**src/hw/rtl/imvt_pkg.sv**
```systemverilog
// ----------------------------------------------------------------------------
// imvt_pkg: shared definitions for the integer matrix-vector transform
// Element widths, matrix size, item codes, lane control and width helpers.
// ----------------------------------------------------------------------------
`default_nettype none

package imvt_pkg;

   localparam int MAX_DIM    = 4;
   localparam int ELEM_WIDTH = 32;
   localparam int FIELD_W    = 32;
   localparam int FIELDS     = 4;
   localparam int DIM_W      = 3;

   // Item codes carried on the mode field
   localparam logic MODE_LOAD  = 1'b0;
   localparam logic MODE_XFORM = 1'b1;

   typedef logic [ELEM_WIDTH-1:0]             elem_type;
   typedef logic [MAX_DIM-1:0][ELEM_WIDTH-1:0] vec_type;
   typedef logic [FIELDS-1:0][FIELD_W-1:0]     field_vec_type;

   typedef struct packed {
      logic               advance;
      logic [MAX_DIM-1:0] col_en;
   } lane_ctrl_type;

   // Sign-extend a port field, keep it at element width
   function automatic elem_type take_elem(input logic [FIELD_W-1:0] raw);
      logic [FIELD_W+ELEM_WIDTH-1:0] ext;
      ext = {{ELEM_WIDTH{raw[FIELD_W-1]}}, raw};
      return ext[ELEM_WIDTH-1:0];
   endfunction

   // Sign-extend an element, cut it to the port field width
   function automatic logic [FIELD_W-1:0] give_elem(input elem_type v);
      logic [FIELD_W+ELEM_WIDTH-1:0] ext;
      ext = {{FIELD_W{v[ELEM_WIDTH-1]}}, v};
      return ext[FIELD_W-1:0];
   endfunction

   // Clamp the dimension register to the supported sizes
   function automatic logic [DIM_W-1:0] active_size(input logic [DIM_W-1:0] d);
      logic [DIM_W-1:0] n;
      n = d;
      if (n < DIM_W'(2)) begin
         n = DIM_W'(2);
      end
      if (n > DIM_W'(MAX_DIM)) begin
         n = DIM_W'(MAX_DIM);
      end
      return n;
   endfunction

endpackage

`default_nettype wire

```
**src/hw/rtl/imvt_lane.sv**
```systemverilog
// ----------------------------------------------------------------------------
// imvt_lane: one matrix row times the vector
// Registers the masked row-by-vector products, then sums them.
// ----------------------------------------------------------------------------
`default_nettype none

module imvt_lane (
   input  wire logic                    clock,
   input  wire imvt_pkg::lane_ctrl_type ctrl,
   input  wire imvt_pkg::vec_type       row_elems,
   input  wire imvt_pkg::vec_type       vec,
   output      imvt_pkg::elem_type      dot
);

   imvt_pkg::vec_type products_ff;
   imvt_pkg::vec_type products_in;

   // Multiply each active column, drop the inactive ones
   always_comb begin
      for (int j = 0; j < imvt_pkg::MAX_DIM; j++) begin
         products_in[j] = ctrl.col_en[j] ? imvt_pkg::elem_type'(row_elems[j] * vec[j])
                                         : '0;
      end
   end

   // Hold products while the pipeline is stalled
   always_ff @(posedge clock) begin
      if (ctrl.advance) begin
         products_ff <= products_in;
      end
   end

   // Sum the products, wrapping at element width
   always_comb begin
      dot = '0;
      for (int j = 0; j < imvt_pkg::MAX_DIM; j++) begin
         dot = dot + products_ff[j];
      end
   end

endmodule

`default_nettype wire

```
**config.mk**
```make
export PLATFORM = sky130hd
export DESIGN_NAME = imvt_lane
export DESIGN_NICKNAME = d
export VERILOG_FILES = /design/src/hw/rtl/imvt_pkg.sv /design/src/hw/rtl/imvt_lane.sv
export SDC_FILE = /design/constraint.sdc
export NUM_CORES = 2
export LEC_CHECK = 0
export BUFFER_PORTS_ARGS = -buffer_cell sky130_fd_sc_hd__buf_2
export CAP_MARGIN = 25
export CORE_ASPECT_RATIO = 1.25
export CORE_MARGIN = 1.5
export CORE_UTILIZATION = 35
export CTS_BUF_LIST = sky130_fd_sc_hd__clkbuf_2
export DETAILED_ROUTE_END_ITERATION = 8
export GPL_TIMING_DRIVEN = 0
export PLACE_DENSITY_LB_ADDON = 0.25
export SLEW_MARGIN = 20
export SYNTH_ARGS = -nofsm -noshare
export SYNTH_HDL_FRONTEND = slang
export SYNTH_SLANG_ARGS = --single-unit
export TNS_END_PERCENT = 1
```
**constraint.sdc**
```tcl
create_clock -name clock -period 8.7 [get_ports clock]
set_input_delay 1.74 -clock clock [delete_from_list [all_inputs] [get_ports clock]]
set_output_delay 1.74 -clock clock [all_outputs]
set_load 0.1 [all_outputs]
```
==> Implementation_results.wiki <==
{| class="wikitable"
! Metric !! Value
|-
| Number of flip-flops in the largest register || 128
|-
| Clock period minus worst slack || 8700 ps
|-
| Die outline area || 203000 um^2
|-
| TritonCTS clock tree || yes
|-
| Aggregate global routing overflow || 0
|-
| Post-synth ARST share || 0%
|-
| GR met1 Demand/Resource || 29.3%
|-
| Standard cell area after detailed placement || 74500 um^2
|-
| Final ANT Viol Nets || 0
|-
| Vias after detailed routing || 51.4k
|-
| Count of placed standard cells including taps || 10.3k
|-
| Violated checks || negative setup slack
|-
| Dpl hpwl || 203000 um
|-
| Number of clock sinks || 128
|-
| Average footprint of a synthesized cell || 9.33 um^2
|-
| X dimension of the die || 403 um
|-
| CTS Hold Buffers Added || 0
|-
| Initial standard-cell utilization of the core || 35.2%
|-
| CP Launch Type || input pin
|-
| Endpoint kind of the worst setup timing path || register
|-
| CTS H-Tree Depth || 4
|-
| Number of placement rows || 183
|-
| Core utilization of the finished layout || 37.7%
|-
| Worst slew margin relative to its limit || 34.7%
|-
| Number of synthesized register bits || 128
|-
| Worst Slack Setup Final || -3.19 ps
|-
| Largest register by flop count || products_ff
|-
| Final non-filler cell total || 10.4k
|-
| Setup violation total in the final timing report || 1
|-
| Number of buffers added on ports || 259
|-
| Mapped cell area || 69900 um^2
|-
| Total global-route track usage || 23.5%
|-
| Leading cell type in the layout, fill and taps excluded || fa_1
|-
| Kind of critical path || in2reg
|-
| RePlAce Congestion || 1.00
|-
| Share of final-layout standard cells stronger than drive strength 1 || 5.50%
|-
| Number of synthesized flops with an enable pin || 128
|-
| Top fanout value on the critical path || 10
|-
| Final-stage net count || 10.2k
|-
| Commonest cells after routing, fill and taps aside || fa_1, inv_1, and2_1
|-
| Largest net degree at the start of global routing || 75
|-
| Drt pass-1 iters || 5
|-
| Maximum operating frequency || 115 MHz
|-
| Count of routing violations after the opening detailed-route iteration || 3076
|-
| Critical path data arrival time || 9220 ps
|-
| Drt drc || 0
|-
| Outcome || finished with violations
|-
| Number of distinct library cell variants in the gate-level netlist after synthesis || 70
|-
| Number of antenna violations at the first check in global routing || 33
|-
| Class of the worst hold path || in2reg
|-
| Number of warnings issued by yosys || 0
|-
| Area grow syn2layout || 7.17%
|-
| Number of buffers on the longest clock path || 2
|-
| Wire length per cell || 22.4 um
|-
| WP data required || 9220 ps
|-
| Endpoints failing hold || 0
|-
| Standard cell core area || 199000 um^2
|-
| Fin area || 74900 um^2
|-
| Prevailing post-synth register cell || edfxtp_1
|-
| Area occupied by multi-input gates || 58800 um^2
|-
| Post-route fraction of the period consumed by the critical path || 100%
|-
| First-pass GRT wire length || 354000 um
|-
| Sequential cell area fraction in the yosys report || 5.50%
|-
| Fill cells || 20.3k
|-
| Clk pin slew, worst setup/hold paths || 210 ps
|-
| Sequential Area || 3840 um^2
|-
| Buffer type at the clock tree root || clkbuf_2
|-
| Post-Synthesis Net Count || 9973
|-
| Met3 Resource Use GR || 2.73%
|-
| Post-DR vias/cell || 4.95
|-
| Met2 track demand over resource || 41.4%
|-
| Regs by FF count || products_ff: 128 flops
|-
| Count of final max-slew check failures || 0
|-
| Wirelength, routed || 232000 um
|-
| Top Ports || 294
|-
| Grt peak-use layer || met2
|-
| Max-cap violations || 0
|-
| Die boundary height || 503 um
|-
| Number of buffers created by CTS || 17
|-
| Gate count after technology mapping || 7494
|-
| Setup repair after global routing missed its margin || yes
|-
| Slew at the pin closest to its max-slew limit || 979 ps
|-
| Via count of the first global-routing pass || 56.9k
|}
[final cells by class]
type / instances / area share, %
antenna: 12 / 0.0401
buffer: 344 / 1.93
clock buffer: 17 / 0.114
clock inverter: 14 / 0.237
inverter: 1582 / 7.92
multi-input combinational: 5422 / 78.5
sequential: 128 / 5.13
tap: 2590 / 4.32
timing repair buffer: 261 / 1.80
[path summary, 6_finish.rpt]
kind	startpoint	end	slack, ps	cells past startpoint
worst min-delay path	ctrl[1]	products_ff[46]	1470	2
worst max-delay path	row_elems[42]	products_ff[63]	-3	23
[critical path, cell delays in order]
cell      delay [ps]
buf_2            170
clkbuf_1         600
nand2_1          190
fa_1             470
inv_1             80
fa_1             430
fa_1             520
inv_1             50
fa_1             490
inv_1             60
fa_1             480
fa_1             500
fa_1             610
fa_1             480
ha_1             370
a21o_1           240
o41ai_1          450
a211oi_1         150
o21ai_1          260
a21oi_1          120
o21a_1           180
or3_1            300
a21boi_1         250
[synthesized netlist by cell type (4+ instances only)]
cell      number  area (um^2)
a211oi_1      15          113
nor3_1        26          130
and3b_1        8         70.1
or3_1          5         31.3
fa_1        1694        33900
or4_1          5         37.5
clkbuf_1     353         1330
o21ai_0       55          275
xnor2_1      276         2420
xor2_1        76          666
nand3_1       22          110
nand2_1     1012         3800
nor2b_1       17          106
ha_1         523         6540
a211oi_2       4         50.1
nand2b_1      24          150
nor4_1         6         37.5
a21oi_1      111          556
and3_1        22          138
nand4_1        8         50.1
inv_1       1581         5930
o21bai_1       8         60.1
and2_1      1232         7710
nor2_1        78          293
a21boi_1       4         30.0
a31o_2         7         61.3
o21a_1        21          158
a21o_1        57          428
a31oi_1       11         68.8
buf_1          7         26.3
mux2i_1        4         40.0
edfxtp_1     128         3840
o211ai_1      12         90.1
o21ai_1       17         85.1
a311oi_1       4         35.0
[routing by layer]
metal | part of all wire, % | vias up | routed length [um]
li1 | - | 22500 | -
met1 | 40 | 26900 | 92000
met2 | 50 | 1593 | 116000
met3 | 5.8 | 424 | 13500
met4 | 4.5 | 22 | 10600
met5 | 0.051 | - | 118
[through the flow]
stage               hold WS (ps)  setup TNS, ps  setup slack, ps
finish                      1470          -3.19            -3.19
global route                1410           -354            -96.9
CTS                         1400          -79.8            -79.8
detailed placement          2210         -39870            -1900
global placement            2210         -38740            -2010
floorplan                   1850              0              421
[repair_timing]
item                       CTS  global route
gates cloned                 0             0
buffers inserted             0             0
hold endpoints to repair     0             0
pin swaps                    0             0
setup endpoints to repair   21            19
gates resized for setup     58           132
[logic make-up after synthesis]
logic type	count (synthesis)	synth area share, %
compound gates	366	3.44
buf+inv	1944	10.4
xor+xnor	352	4.41
flops	128	5.50
simple gates	2483	18.3
fa+ha+maj	2217	57.9
mux	4	0.0573
Power is left out: the tool's default activity adds up to more than one toggle a clock period on the data nets, which glitch-free logic cannot reach.
