===== config.mk =====
export PLATFORM = sky130hd
export DESIGN_NAME = imvt_merge
export DESIGN_NICKNAME = d
export VERILOG_FILES = /design/src/hw/rtl/imvt_pkg.sv /design/src/hw/rtl/imvt_merge.sv
export SDC_FILE = /design/constraint.sdc
export NUM_CORES = 1
export LEC_CHECK = 0
export ABC_AREA = 1
export ABC_CLOCK_PERIOD_IN_PS = 14700
export CAP_MARGIN = 10
export CORE_UTILIZATION = 44
export CTS_BUF_LIST = sky130_fd_sc_hd__clkbuf_16
export CTS_CLUSTER_SIZE = 25
export DETAILED_ROUTE_END_ITERATION = 16
export DONT_BUFFER_PORTS = 1
export GPL_ROUTABILITY_DRIVEN = 0
export PLACE_DENSITY = 0.63
export SLEW_MARGIN = 20
export SYNTH_ARGS = -nofsm -noshare
export SYNTH_HDL_FRONTEND = slang
export SYNTH_SLANG_ARGS = --single-unit
export TNS_END_PERCENT = 10

===== constraint.sdc =====
create_clock -name clock -period 14.7 [get_ports clock]
set_clock_uncertainty 0.05 [all_clocks]
set_input_delay 2.94 -clock clock [delete_from_list [all_inputs] [get_ports clock]]
set_output_delay 2.94 -clock clock [all_outputs]
set_load 0.01 [all_outputs]

===== src/hw/rtl/imvt_pkg.sv =====
// ----------------------------------------------------------------------------
// imvt_pkg: shared definitions for the integer matrix-vector transform
// Element widths, matrix size, item codes, lane control and width helpers.
// ----------------------------------------------------------------------------
`default_nettype none

package imvt_pkg;

   localparam int MAX_DIM    = 4;
   localparam int ELEM_WIDTH = 32;
   localparam int FIELD_W    = 32;
   localparam int FIELDS     = 4;
   localparam int DIM_W      = 3;

   // Item codes carried on the mode field
   localparam logic MODE_LOAD  = 1'b0;
   localparam logic MODE_XFORM = 1'b1;

   typedef logic [ELEM_WIDTH-1:0]             elem_type;
   typedef logic [MAX_DIM-1:0][ELEM_WIDTH-1:0] vec_type;
   typedef logic [FIELDS-1:0][FIELD_W-1:0]     field_vec_type;

   typedef struct packed {
      logic               advance;
      logic [MAX_DIM-1:0] col_en;
   } lane_ctrl_type;

   // Sign-extend a port field, keep it at element width
   function automatic elem_type take_elem(input logic [FIELD_W-1:0] raw);
      logic [FIELD_W+ELEM_WIDTH-1:0] ext;
      ext = {{ELEM_WIDTH{raw[FIELD_W-1]}}, raw};
      return ext[ELEM_WIDTH-1:0];
   endfunction

   // Sign-extend an element, cut it to the port field width
   function automatic logic [FIELD_W-1:0] give_elem(input elem_type v);
      logic [FIELD_W+ELEM_WIDTH-1:0] ext;
      ext = {{FIELD_W{v[ELEM_WIDTH-1]}}, v};
      return ext[FIELD_W-1:0];
   endfunction

   // Clamp the dimension register to the supported sizes
   function automatic logic [DIM_W-1:0] active_size(input logic [DIM_W-1:0] d);
      logic [DIM_W-1:0] n;
      n = d;
      if (n < DIM_W'(2)) begin
         n = DIM_W'(2);
      end
      if (n > DIM_W'(MAX_DIM)) begin
         n = DIM_W'(MAX_DIM);
      end
      return n;
   endfunction

endpackage

`default_nettype wire


===== src/hw/rtl/imvt_merge.sv =====
// ----------------------------------------------------------------------------
// imvt_merge: result assembly and output register
// Collects the lane sums, zeroes rows beyond the active size, holds result.
// ----------------------------------------------------------------------------
`default_nettype none

module imvt_merge (
   input  wire logic                           clock,
   input  wire logic                           reset,
   input  wire logic                           in_valid,
   input  wire imvt_pkg::vec_type              lane_dots,
   input  wire logic [imvt_pkg::DIM_W-1:0]     size,
   output      logic                           take,
   output      logic                           rsp_valid,
   input  wire logic                           rsp_ready,
   output      imvt_pkg::field_vec_type        rsp_data
);

   logic                    valid_ff;
   logic                    valid_in;
   imvt_pkg::field_vec_type data_ff;
   imvt_pkg::field_vec_type data_in;

   // Output register is free when empty or being drained
   assign take = !valid_ff || rsp_ready;

   // Zero rows at or beyond the active size
   always_comb begin
      for (int i = 0; i < imvt_pkg::FIELDS; i++) begin
         data_in[i] = '0;
         if (i < imvt_pkg::MAX_DIM && i < int'(size)) begin
            data_in[i] = imvt_pkg::give_elem(lane_dots[i]);
         end
      end
   end

   assign valid_in = take ? in_valid : valid_ff;

   // Track the held transaction
   always_ff @(posedge clock) begin
      if (reset) begin
         valid_ff <= 1'b0;
      end else begin
         valid_ff <= valid_in;
      end
   end

   // Load the result payload
   always_ff @(posedge clock) begin
      if (take && in_valid) begin
         data_ff <= data_in;
      end
   end

   assign rsp_valid = valid_ff;
   assign rsp_data  = data_ff;

endmodule

`default_nettype wire


==> impl_metrics.json, run 1 <==
{
  "outcome": "complete, no violations",
  "cts_tree": "done",
  "drc": 0,
  "tightest_slew_ns": 1.00,
  "dp_hpwl_mm": 6.92,
  "finalCritPeriodShare": 0.418,
  "fin_crit_ns": 6.14,
  "final_layout_size_suffix_gt1_frac": 0.173,
  "ir_drop_mv": 0.0671,
  "yosysSeqAreaShare": 0.751,
  "routed_wl_mm": 10.0,
  "crit_required_ns": 11.71,
  "fin_tns_setup_ns": 0,
  "rr_startpoint": "rsp_valid$_SDFFE_PP0P_",
  "finalHoldViolCount": 0,
  "layout_commonest_cell": "edfxtp_1",
  "start_kind": "input pin",
  "dr_total_vias": 2536,
  "grt_pass1_wl_mm": 13.5,
  "vias_per_cell": 4.99,
  "worst_r2r_path_depth": 2,
  "overflow": 0,
  "htreeDepth": 4,
  "yosys-top-cells-area": "edfxtp_1 (75%), a21boi_2 (6.6%), inv_1 (4.9%), a21boi_1 (4.4%), nand2_1 (2.4%)",
  "power.density_nw_per_um2": 154,
  "antenna_found_initial": 1,
  "final_util": 0.504,
  "setup-violations-final": 0,
  "grt_usage": 0.159,
  "fmax_mhz": 163,
  "synth_warnings": 0,
  "hp-class": "reg -> reg",
  "die_h_um": 110,
  "syn_avg_cell_area_sq_um": 14.7,
  "slew_violations": 0,
  "ys_types": 16,
  "wl_per_cell_um": 19.8,
  "clk_path_buf_depth": 2,
  "maxCapViolations": 0,
  "syn_inst": 349,
  "dr.pass1.iters": 4,
  "first_iter_violations": 157,
  "dp_cells": 475,
  "min_from": "rsp_valid$_SDFFE_PP0P_",
  "io_pins": 265,
  "cts_root_buffer": "clkbuf_16",
  "end_kind": "output port",
  "synth.ff_latch_count": 129,
  "synth_top_area_cell": "edfxtp_1",
  "whs_endpoint": "rsp_valid$_SDFFE_PP0P_",
  "ant_nets": 0,
  "fp.dieW_um": 110,
  "synthesis.area_sq_um": 5140,
  "rows": 39,
  "portBuffers": 0,
  "core_area_sq_um": 11400,
  "reg2reg_slack_ns": 13.04,
  "worst-path-buf-inv": 1,
  "worst_path_largest_cell_delay_ns": 0.12,
  "path_max_fanout": 2,
  "relSlewSlack": 0.332,
  "post_cts_buffers": 0,
  "syn-num-nets": 484,
  "clk_pin_slew_ns": 0.06,
  "grt_pass1_vias": 2447,
  "final_cell_mix": "edfxtp_1 (128), inv_1 (70), nand2_1 (33), nor2_1 (32)",
  "grt_max_degree": 65,
  "p_leak_nw": 2.36,
  "start_util": 0.451,
  "numCtsBuffers": 17,
  "nFillCells": 948,
  "min_path_cells": 2,
  "path_delay_family": "simple AND/OR/NAND/NOR gates",
  "worstPathCellList": "inv_1, nand2_1",
  "worst-setup-path-type": "in -> out",
  "die_area_sq_um": 12100,
  "synth_top_cell_area_share": 0.747,
  "power_uw": 887,
  "cts.sinks": 129,
  "rsz0062_at_grt": "false",
  "cts_resized": 0,
  "hold_buffers": 0,
  "area_growth_pct": 12.0,
  "crit_slowest_cell": "nand2_1",
  "fin_nets": 486,
  "r2r-end": "rsp_data[94]$_SDFFCE_PP0P_",
  "arrival_ns": 3.15,
  "finalNonFillerCells": 508,
  "clkLatencyLatePin_ns": 0.40
}
logic make-up (layout without fill, tap and decap cells):
kind of cell    after synthesis  after routing  share of synthesized area
compound gates               66             66                      0.117
other cells                   0              1                          0
buf+inv                      87            102                     0.0783
flops                       129            129                      0.751
simple gates                 67             67                     0.0535
per-stage QoR:
stage / hold WS (ns) / instance area, sq um / setup WS [ns]
6_report: 0.605 / 5760 / 8.56
5_1_grt: 0.642 / 5760 / 8.54
4_1_cts: 0.609 / 5760 / 8.56
3_5_place_dp: 0.602 / 5200 / 8.56
3_3_place_gp: 0.586 / 5200 / 8.57
2_1_floorplan: 0.527 / 5140 / 4.85
sequential cells by signal (all words and copies together), names as in the netlist:
signal and flops:
rsp_data 128, rsp_valid 1
layout make-up:
class / instances / area [sq um] / share of cell area
Timing Repair Buffer: 2 / 15.0 / 0.00261
Tap cell: 143 / 179 / 0.0311
Antenna cell: 1 / 2.50 / 0.000434
Clock buffer: 17 / 425 / 0.0738
Inverter: 68 / 255 / 0.0443
Clock inverter: 15 / 130 / 0.0226
Multi-Input combinational cell: 133 / 890 / 0.154
Sequential cell: 129 / 3860 / 0.671
worst max-delay path by stage:
stage / from / end / slack (ns) / cells after the start
detailed placement: rsp_ready / take / 8.56 / 2
global placement: rsp_ready / take / 8.57 / 2
finish: rsp_ready / take / 8.56 / 2
CTS: rsp_ready / take / 8.56 / 2
global route: rsp_ready / take / 8.54 / 2
floorplan: in_valid / rsp_data[0]$_SDFFCE_PP0P_ / 4.85 / 2
layer usage:
layer	GRT usage	routed length [um]	part of all wire	up-vias
met2	0.265	5100	0.51	157
met4	0.0921	210	0.021	0
met1	0.163	3670	0.36	1186
met5	0	0	0	-
li1	-	-	-	1177
met3	0.0752	1070	0.11	16
synthesized netlist by cell type (all sizes together):
master and instances:
a21boi 64, a21oi 2, buf 17, clkbuf 2, dfxtp 1, edfxtp 128
inv 68, nand2 34, nor2 33
report_power, final:
group / switching (mW) / internal (mW) / leakage (nW)
sequential: 0.0229 / 0.437 / 1.27
combinational: 0.0245 / 0.0124 / 0.808
clock: 0.145 / 0.245 / 0.277
Power figures use the tool's default switching activity.
==> run 2, diff against run 1 <==
--- a/config.mk
+++ b/config.mk
@@ -5,8 +5,8 @@
 export SDC_FILE = /design/constraint.sdc
 export NUM_CORES = 1
 export LEC_CHECK = 0
-export ABC_AREA = 1
-export ABC_CLOCK_PERIOD_IN_PS = 14700
+export ABC_AREA = 0
+export ABC_CLOCK_PERIOD_IN_PS = 6000
 export CAP_MARGIN = 10
 export CORE_UTILIZATION = 44
 export CTS_BUF_LIST = sky130_fd_sc_hd__clkbuf_16
==> constraint.sdc (replaced) <==
create_clock -name clock -period 6 [get_ports clock]
set_clock_uncertainty 0.05 [all_clocks]
set_input_delay 1.2 -clock clock [delete_from_list [all_inputs] [get_ports clock]]
set_output_delay 1.2 -clock clock [all_outputs]
set_load 0.01 [all_outputs]
==> impl_metrics.json, run 2 <==
{
  "multiInputGateArea_sq_um": 857,
  "drc": 0,
  "synth_compound_area_frac": 0.00288,
  "rsz0062_at_grt": "false",
  "outcome": "complete, no violations",
  "worst_r2r_path_depth": 3,
  "tightest_slew_ns": 1.03,
  "nFillCells": 838,
  "ant_nets": 0,
  "m1WireLength_mm": 3.22,
  "worst_path_largest_cell_delay_ns": 0.85,
  "p_leak_nw": 1.91,
  "largest_reg_flops": 128,
  "synth_xor_xnor_area_share": 0,
  "worstPathCellList": "nand2b_1, and2_4, buf_4",
  "start_util": 0.458,
  "antenna_cells": 0,
  "setup-violations-final": 0,
  "synth_top_cell_area_share": 0.805,
  "die_area_sq_um": 11300,
  "yosysSeqAreaShare": 0.809,
  "antenna_found_initial": 0,
  "portBuffers": 0,
  "clk_pin_slew_ns": 0.06,
  "synth_top_family_by_area": "simple AND/OR/NAND/NOR gates",
  "cts_resized": 0,
  "finalCritPeriodShare": 0.489,
  "yosys-top-cells-area": "edfxtp_1 (81%), nor2b_1 (13%), and2_1 (4.3%), buf_2 (0.94%), dfxtp_1 (0.42%)",
  "finalHoldViolCount": 0,
  "start_kind": "input pin",
  "internal_power_mw": 1.70,
  "worst-path-buf-inv": 1,
  "area_growth_pct": 14.8,
  "cts_root_buffer": "clkbuf_16",
  "path_max_fanout": 80,
  "syn_avg_cell_area_sq_um": 17.3,
  "first_iter_violations": 146,
  "numCtsBuffers": 17,
  "met3_length_mm": 1.11,
  "hp-class": "reg -> reg",
  "synthAdderAreaFrac": 0,
  "synthMuxAreaShare": 0,
  "dr_total_vias": 2199,
  "crit_required_ns": 5.98,
  "synthSimpleGateAreaFrac": 0.175,
  "min_path_cells": 2,
  "layout_commonest_cell": "edfxtp_1",
  "end_kind": "register",
  "reg2reg_slack_ns": 3.53,
  "crit_slowest_cell": "and2_4",
  "grt_pass1_wl_mm": 13.2,
  "die_h_um": 106,
  "clkLatencyLatePin_ns": 0.40,
  "slew_violations": 0,
  "async_reset_ff_frac": 0,
  "overflow": 0,
  "p_comb_frac": 0.033,
  "fp.dieW_um": 106,
  "grt_pass1_vias": 2160,
  "synthesis.area_sq_um": 4770,
  "cts_tree": "done",
  "path_delay_family": "simple AND/OR/NAND/NOR gates",
  "ys_types": 12,
  "vias_per_cell": 5.06,
  "htreeDepth": 4,
  "synth_warnings": 0,
  "p_clk_frac": 0.442,
  "synth_top_cells_by_count": "edfxtp_1 (128), nor2b_1 (96), and2_1 (33)",
  "topRoutingLayerUsed": "met4",
  "io_pins": 265,
  "route.met2.wl_mm": 4.81,
  "fin_tns_setup_ns": 0,
  "routed_wl_mm": 9.32,
  "whs_endpoint": "rsp_valid$_SDFFE_PP0P_",
  "core_area_sq_um": 10400,
  "switching_power_uw": 449,
  "rr_startpoint": "rsp_valid$_SDFFE_PP0P_",
  "r2r-end": "rsp_data[67]$_SDFFCE_PP0P_",
  "synth_most_common_cell": "edfxtp_1",
  "power_frac_seq": 0.525,
  "grt_max_degree": 81,
  "worst-setup-path-type": "in -> reg",
  "synthFlopType": "edfxtp_1",
  "min_from": "rsp_valid$_SDFFE_PP0P_",
  "post_cts_buffers": 0,
  "fin_crit_ns": 2.93,
  "wl_per_cell_um": 21.4,
  "fin_hold_ws_ns": 0.598,
  "grt_usage": 0.166,
  "ir_drop_mv": 0.178,
  "hold_buffers": 0,
  "synth.ff_latch_count": 129,
  "power.share.switching": 0.209,
  "relSlewSlack": 0.312,
  "clk_path_buf_depth": 2,
  "seqCellArea_sq_um": 3860,
  "fin_nets": 421,
  "power.density_nw_per_um2": 392,
  "fmax_mhz": 341,
  "arrival_ns": 2.91,
  "syn_inst": 276,
  "final_cell_mix": "edfxtp_1 (128), nor2b_1 (96), and2_1 (32), clkbuf_16 (17)",
  "final_layout_size_suffix_gt1_frac": 0.114,
  "dr.pass1.iters": 5,
  "cts.sinks": 129,
  "synth_edf_count": 128,
  "syn-num-nets": 411,
  "maxCapViolations": 0,
  "rows": 37,
  "synth_top_area_cell": "edfxtp_1"
}
-- run 2: cell types whose count changed after synthesis, moves of 32 or more --
cell / change
nand2_1: -33
nor2b_1: +96
inv_1: -66
and2_1: +33
nor2_1: -32
-- run 2: area by class of cell --
cell class / count / share of cell area
Inverter: 1 / 0.000685
Multi-Input combinational cell: 134 / 0.156
Sequential cell: 129 / 0.705
Clock buffer: 17 / 0.0776
Tap cell: 136 / 0.0311
Timing Repair Buffer: 3 / 0.00548
Clock inverter: 15 / 0.0235
-- run 2: kinds of logic after synthesis --
kind of cell / after synthesis
AND/OR/NAND/NOR: 132
flip-flops: 129
buffers and inverters: 13
AO/OA/AOI/OAI: 2
-- run 2: through the flow --
step	worst slack [ns]	cells	power [mW]	instance area, sq um	util
after floorplan	1.09	276	1.20	4770	-
after global placement	2.69	402	1.21	4900	0.471
after detailed placement	2.63	402	1.22	4900	0.471
after CTS	3.06	434	2.17	5460	0.524
after global routing	2.92	435	2.22	5480	0.526
final	3.07	435	2.15	5480	0.526
-- run 2: worst max-delay path by stage --
| stage | startpoint | to | cells after the start |
|---|---|---|---|
| 2_1_floorplan | rsp_ready | rsp_data[0]$_SDFFCE_PP0P_ | 2 |
| 3_3_place_gp | rsp_ready | rsp_data[69]$_SDFFCE_PP0P_ | 3 |
| 3_5_place_dp | rsp_ready | rsp_data[16]$_SDFFCE_PP0P_ | 3 |
| 4_1_cts | rsp_ready | rsp_data[107]$_SDFFCE_PN0P_ | 3 |
| 5_1_grt | rsp_ready | rsp_data[108]$_SDFFCE_PN0P_ | 3 |
| 6_report | rsp_ready | rsp_data[67]$_SDFFCE_PP0P_ | 3 |
-- run 2: worst min-delay path, cell delays in order (launching register included) --
cell and delay [ns]:
dfxtp_1 0.34, nand2b_1 0.17, a21oi_1 0.09
-- run 2: power groups by stage --
stage | Sequential, mW | Combinational [mW] | Clock, mW
after floorplan | 1.14 | 0.0587 | 0
after global placement | 1.15 | 0.0672 | 0
after detailed placement | 1.15 | 0.0722 | 0
after CTS | 1.13 | 0.0717 | 0.970
after global routing | 1.13 | 0.0806 | 1.01
final | 1.13 | 0.0710 | 0.948
-- run 2: metal layers --
metal / up-vias / GRT usage
li1: 984 / -
met1: 1047 / 0.170
met2: 154 / 0.274
met3: 14 / 0.0858
met4: 0 / 0.0873
met5: - / 0
==> run 3, diff against run 2 <==
--- a/config.mk
+++ b/config.mk
@@ -6,7 +6,7 @@
 export NUM_CORES = 1
 export LEC_CHECK = 0
 export ABC_AREA = 0
-export ABC_CLOCK_PERIOD_IN_PS = 6000
+export ABC_CLOCK_PERIOD_IN_PS = 2800
 export CAP_MARGIN = 10
 export CORE_UTILIZATION = 44
 export CTS_BUF_LIST = sky130_fd_sc_hd__clkbuf_16
==> constraint.sdc (replaced) <==
create_clock -name clock -period 2.8 [get_ports clock]
set_clock_uncertainty 0.05 [all_clocks]
set_input_delay 0.56 -clock clock [delete_from_list [all_inputs] [get_ports clock]]
set_output_delay 0.56 -clock clock [all_outputs]
set_load 0.01 [all_outputs]
==> impl_metrics.json, run 3 (synthesized netlist as in run 2, its figures left out) <==
{
  "largest_reg_flops": 128,
  "htreeDepth": 4,
  "dr_total_vias": 2236,
  "wl_per_cell_um": 21.3,
  "core_area_sq_um": 10400,
  "io_pins": 265,
  "worst_slack_ns": 1.24,
  "antenna_found_initial": 2,
  "hp-class": "in -> reg",
  "worst-setup-path-type": "reg -> out",
  "finalCritPeriodShare": 0.558,
  "seqCellArea_sq_um": 3860,
  "slew_violations": 0,
  "layout_commonest_cell": "edfxtp_1",
  "ant_nets": 0,
  "fmax_mhz": 640,
  "rsz0062_at_grt": "false",
  "post_cts_buffers": 0,
  "met1_usage": 0.175,
  "nFillCells": 833,
  "fp.dieW_um": 106,
  "dr.pass1.iters": 4,
  "fin_tns_setup_ns": 0,
  "drc": 0,
  "start_kind": "register",
  "fin_crit_ns": 1.56,
  "die_area_sq_um": 11300,
  "cts_root_buffer": "clkbuf_16",
  "p_leak_nw": 1.95,
  "vias_per_cell": 5.09,
  "final_cell_mix": "edfxtp_1 (128), nor2b_1 (96), and2_1 (32), clkbuf_16 (17)",
  "relSlewSlack": 0.749,
  "grt_usage": 0.172,
  "end_kind": "output port",
  "setup-violations-final": 0,
  "worst-path-buf-inv": 0,
  "tightest_slew_ns": 0.377,
  "path_delay_family": "flip-flops",
  "grt_pass1_wl_mm": 13.6,
  "ir_drop_mv": 0.425,
  "clk_path_buf_depth": 2,
  "path_max_fanout": 3,
  "outcome": "complete, no violations",
  "grt_max_degree": 72,
  "final_layout_size_suffix_gt1_frac": 0.130,
  "routed_wl_mm": 9.37,
  "cts.sinks": 129,
  "clk_pin_slew_ns": 0.06,
  "worst_path_largest_cell_delay_ns": 0.39,
  "start_util": 0.458,
  "cts_tree": "done",
  "multiInputGateArea_sq_um": 852,
  "dp_slack_ns": 1.10,
  "startpoint": "rsp_valid$_SDFFE_PP0P_",
  "first_iter_violations": 99,
  "overflow": 0,
  "die_h_um": 106,
  "top_usage_layer": "met2",
  "worstPathCellList": "nand2b_1",
  "maxCapViolations": 0,
  "fin_nets": 423,
  "use_met3": 0.113,
  "rr_startpoint": "rsp_valid$_SDFFE_PP0P_",
  "numCtsBuffers": 17,
  "portBuffers": 0,
  "crit_required_ns": 2.19,
  "cts_resized": 0,
  "min_from": "reset",
  "crit_slowest_cell": "dfxtp_1",
  "hold_buffers": 0,
  "rows": 37,
  "area_growth_pct": 16.8,
  "grtUsageMet2": 0.264,
  "finalHoldViolCount": 0,
  "clkLatencyLatePin_ns": 0.41,
  "dp_hpwl_mm": 6.43,
  "arrival_ns": 0.95,
  "grt_pass1_vias": 2306,
  "power.density_nw_per_um2": 869
}
## run 3: cell types whose count changed in the layout (fill, tap and decap cells not counted)
cell / before / now
buf_12: 0 / 2
buf_4: 2 / 3
buf_8: 1 / 0
bufinv_16: 2 / 4
clkinv_2: 4 / 3
clkinv_4: 0 / 4
clkinvlp_4: 4 / 2
diode_2: 0 / 2
inv_1: 4 / 1
nor2_2: 0 / 1
nor2_4: 1 / 0
## run 3: final cells by class
| type | instances | share of cell area |
|---|---|---|
| Antenna cell | 2 | 0.000898 |
| Timing Repair Buffer | 5 | 0.0112 |
| Sequential cell | 129 | 0.693 |
| Clock inverter | 15 | 0.0346 |
| Inverter | 1 | 0.000673 |
| Tap cell | 136 | 0.0305 |
| Clock buffer | 17 | 0.0763 |
| Multi-Input combinational cell | 134 | 0.153 |
## run 3: stage by stage
| step | power, mW | utilization | hold slack, ns | cell area (sq um) | instances |
|---|---|---|---|---|---|
| 2_1_floorplan | 2.55 | - | 0.551 | 4780 | 276 |
| 3_3_place_gp | 2.61 | 0.475 | 0.581 | 4950 | 405 |
| 3_5_place_dp | 2.62 | 0.475 | 0.585 | 4950 | 405 |
| 4_1_cts | 4.91 | 0.535 | 0.144 | 5570 | 437 |
| 5_1_grt | 5.01 | 0.535 | 0.136 | 5580 | 439 |
| 6_report | 4.85 | 0.535 | 0.164 | 5580 | 439 |
## run 3: final timing paths
| kind | to | slack (ns) | depth (start not counted) |
|---|---|---|---|
| setup / recovery | take | 1.24 | 1 |
| hold / removal | rsp_valid$_SDFFE_PP0P_ | 0.16 | 1 |
| setup reg to reg | rsp_data[76]$_SDFFCE_PP0P_ | 1.31 | 3 |
| hold reg to reg | rsp_valid$_SDFFE_PP0P_ | 0.60 | 2 |
## run 3: metal layers
| layer | wire length (um) | part of all wire |
|---|---|---|
| met1 | 3290 | 0.35 |
| met2 | 4650 | 0.50 |
| met3 | 1260 | 0.13 |
| met4 | 168 | 0.018 |
| met5 | 0 | 0 |
## run 3: power by group
part	switching (mW)	internal (mW)	leakage, nW
clock network	0.792	1.48	0.298
logic	0.0951	0.0651	0.378
registers	0.122	2.29	1.27
total	1.01	3.84	1.95
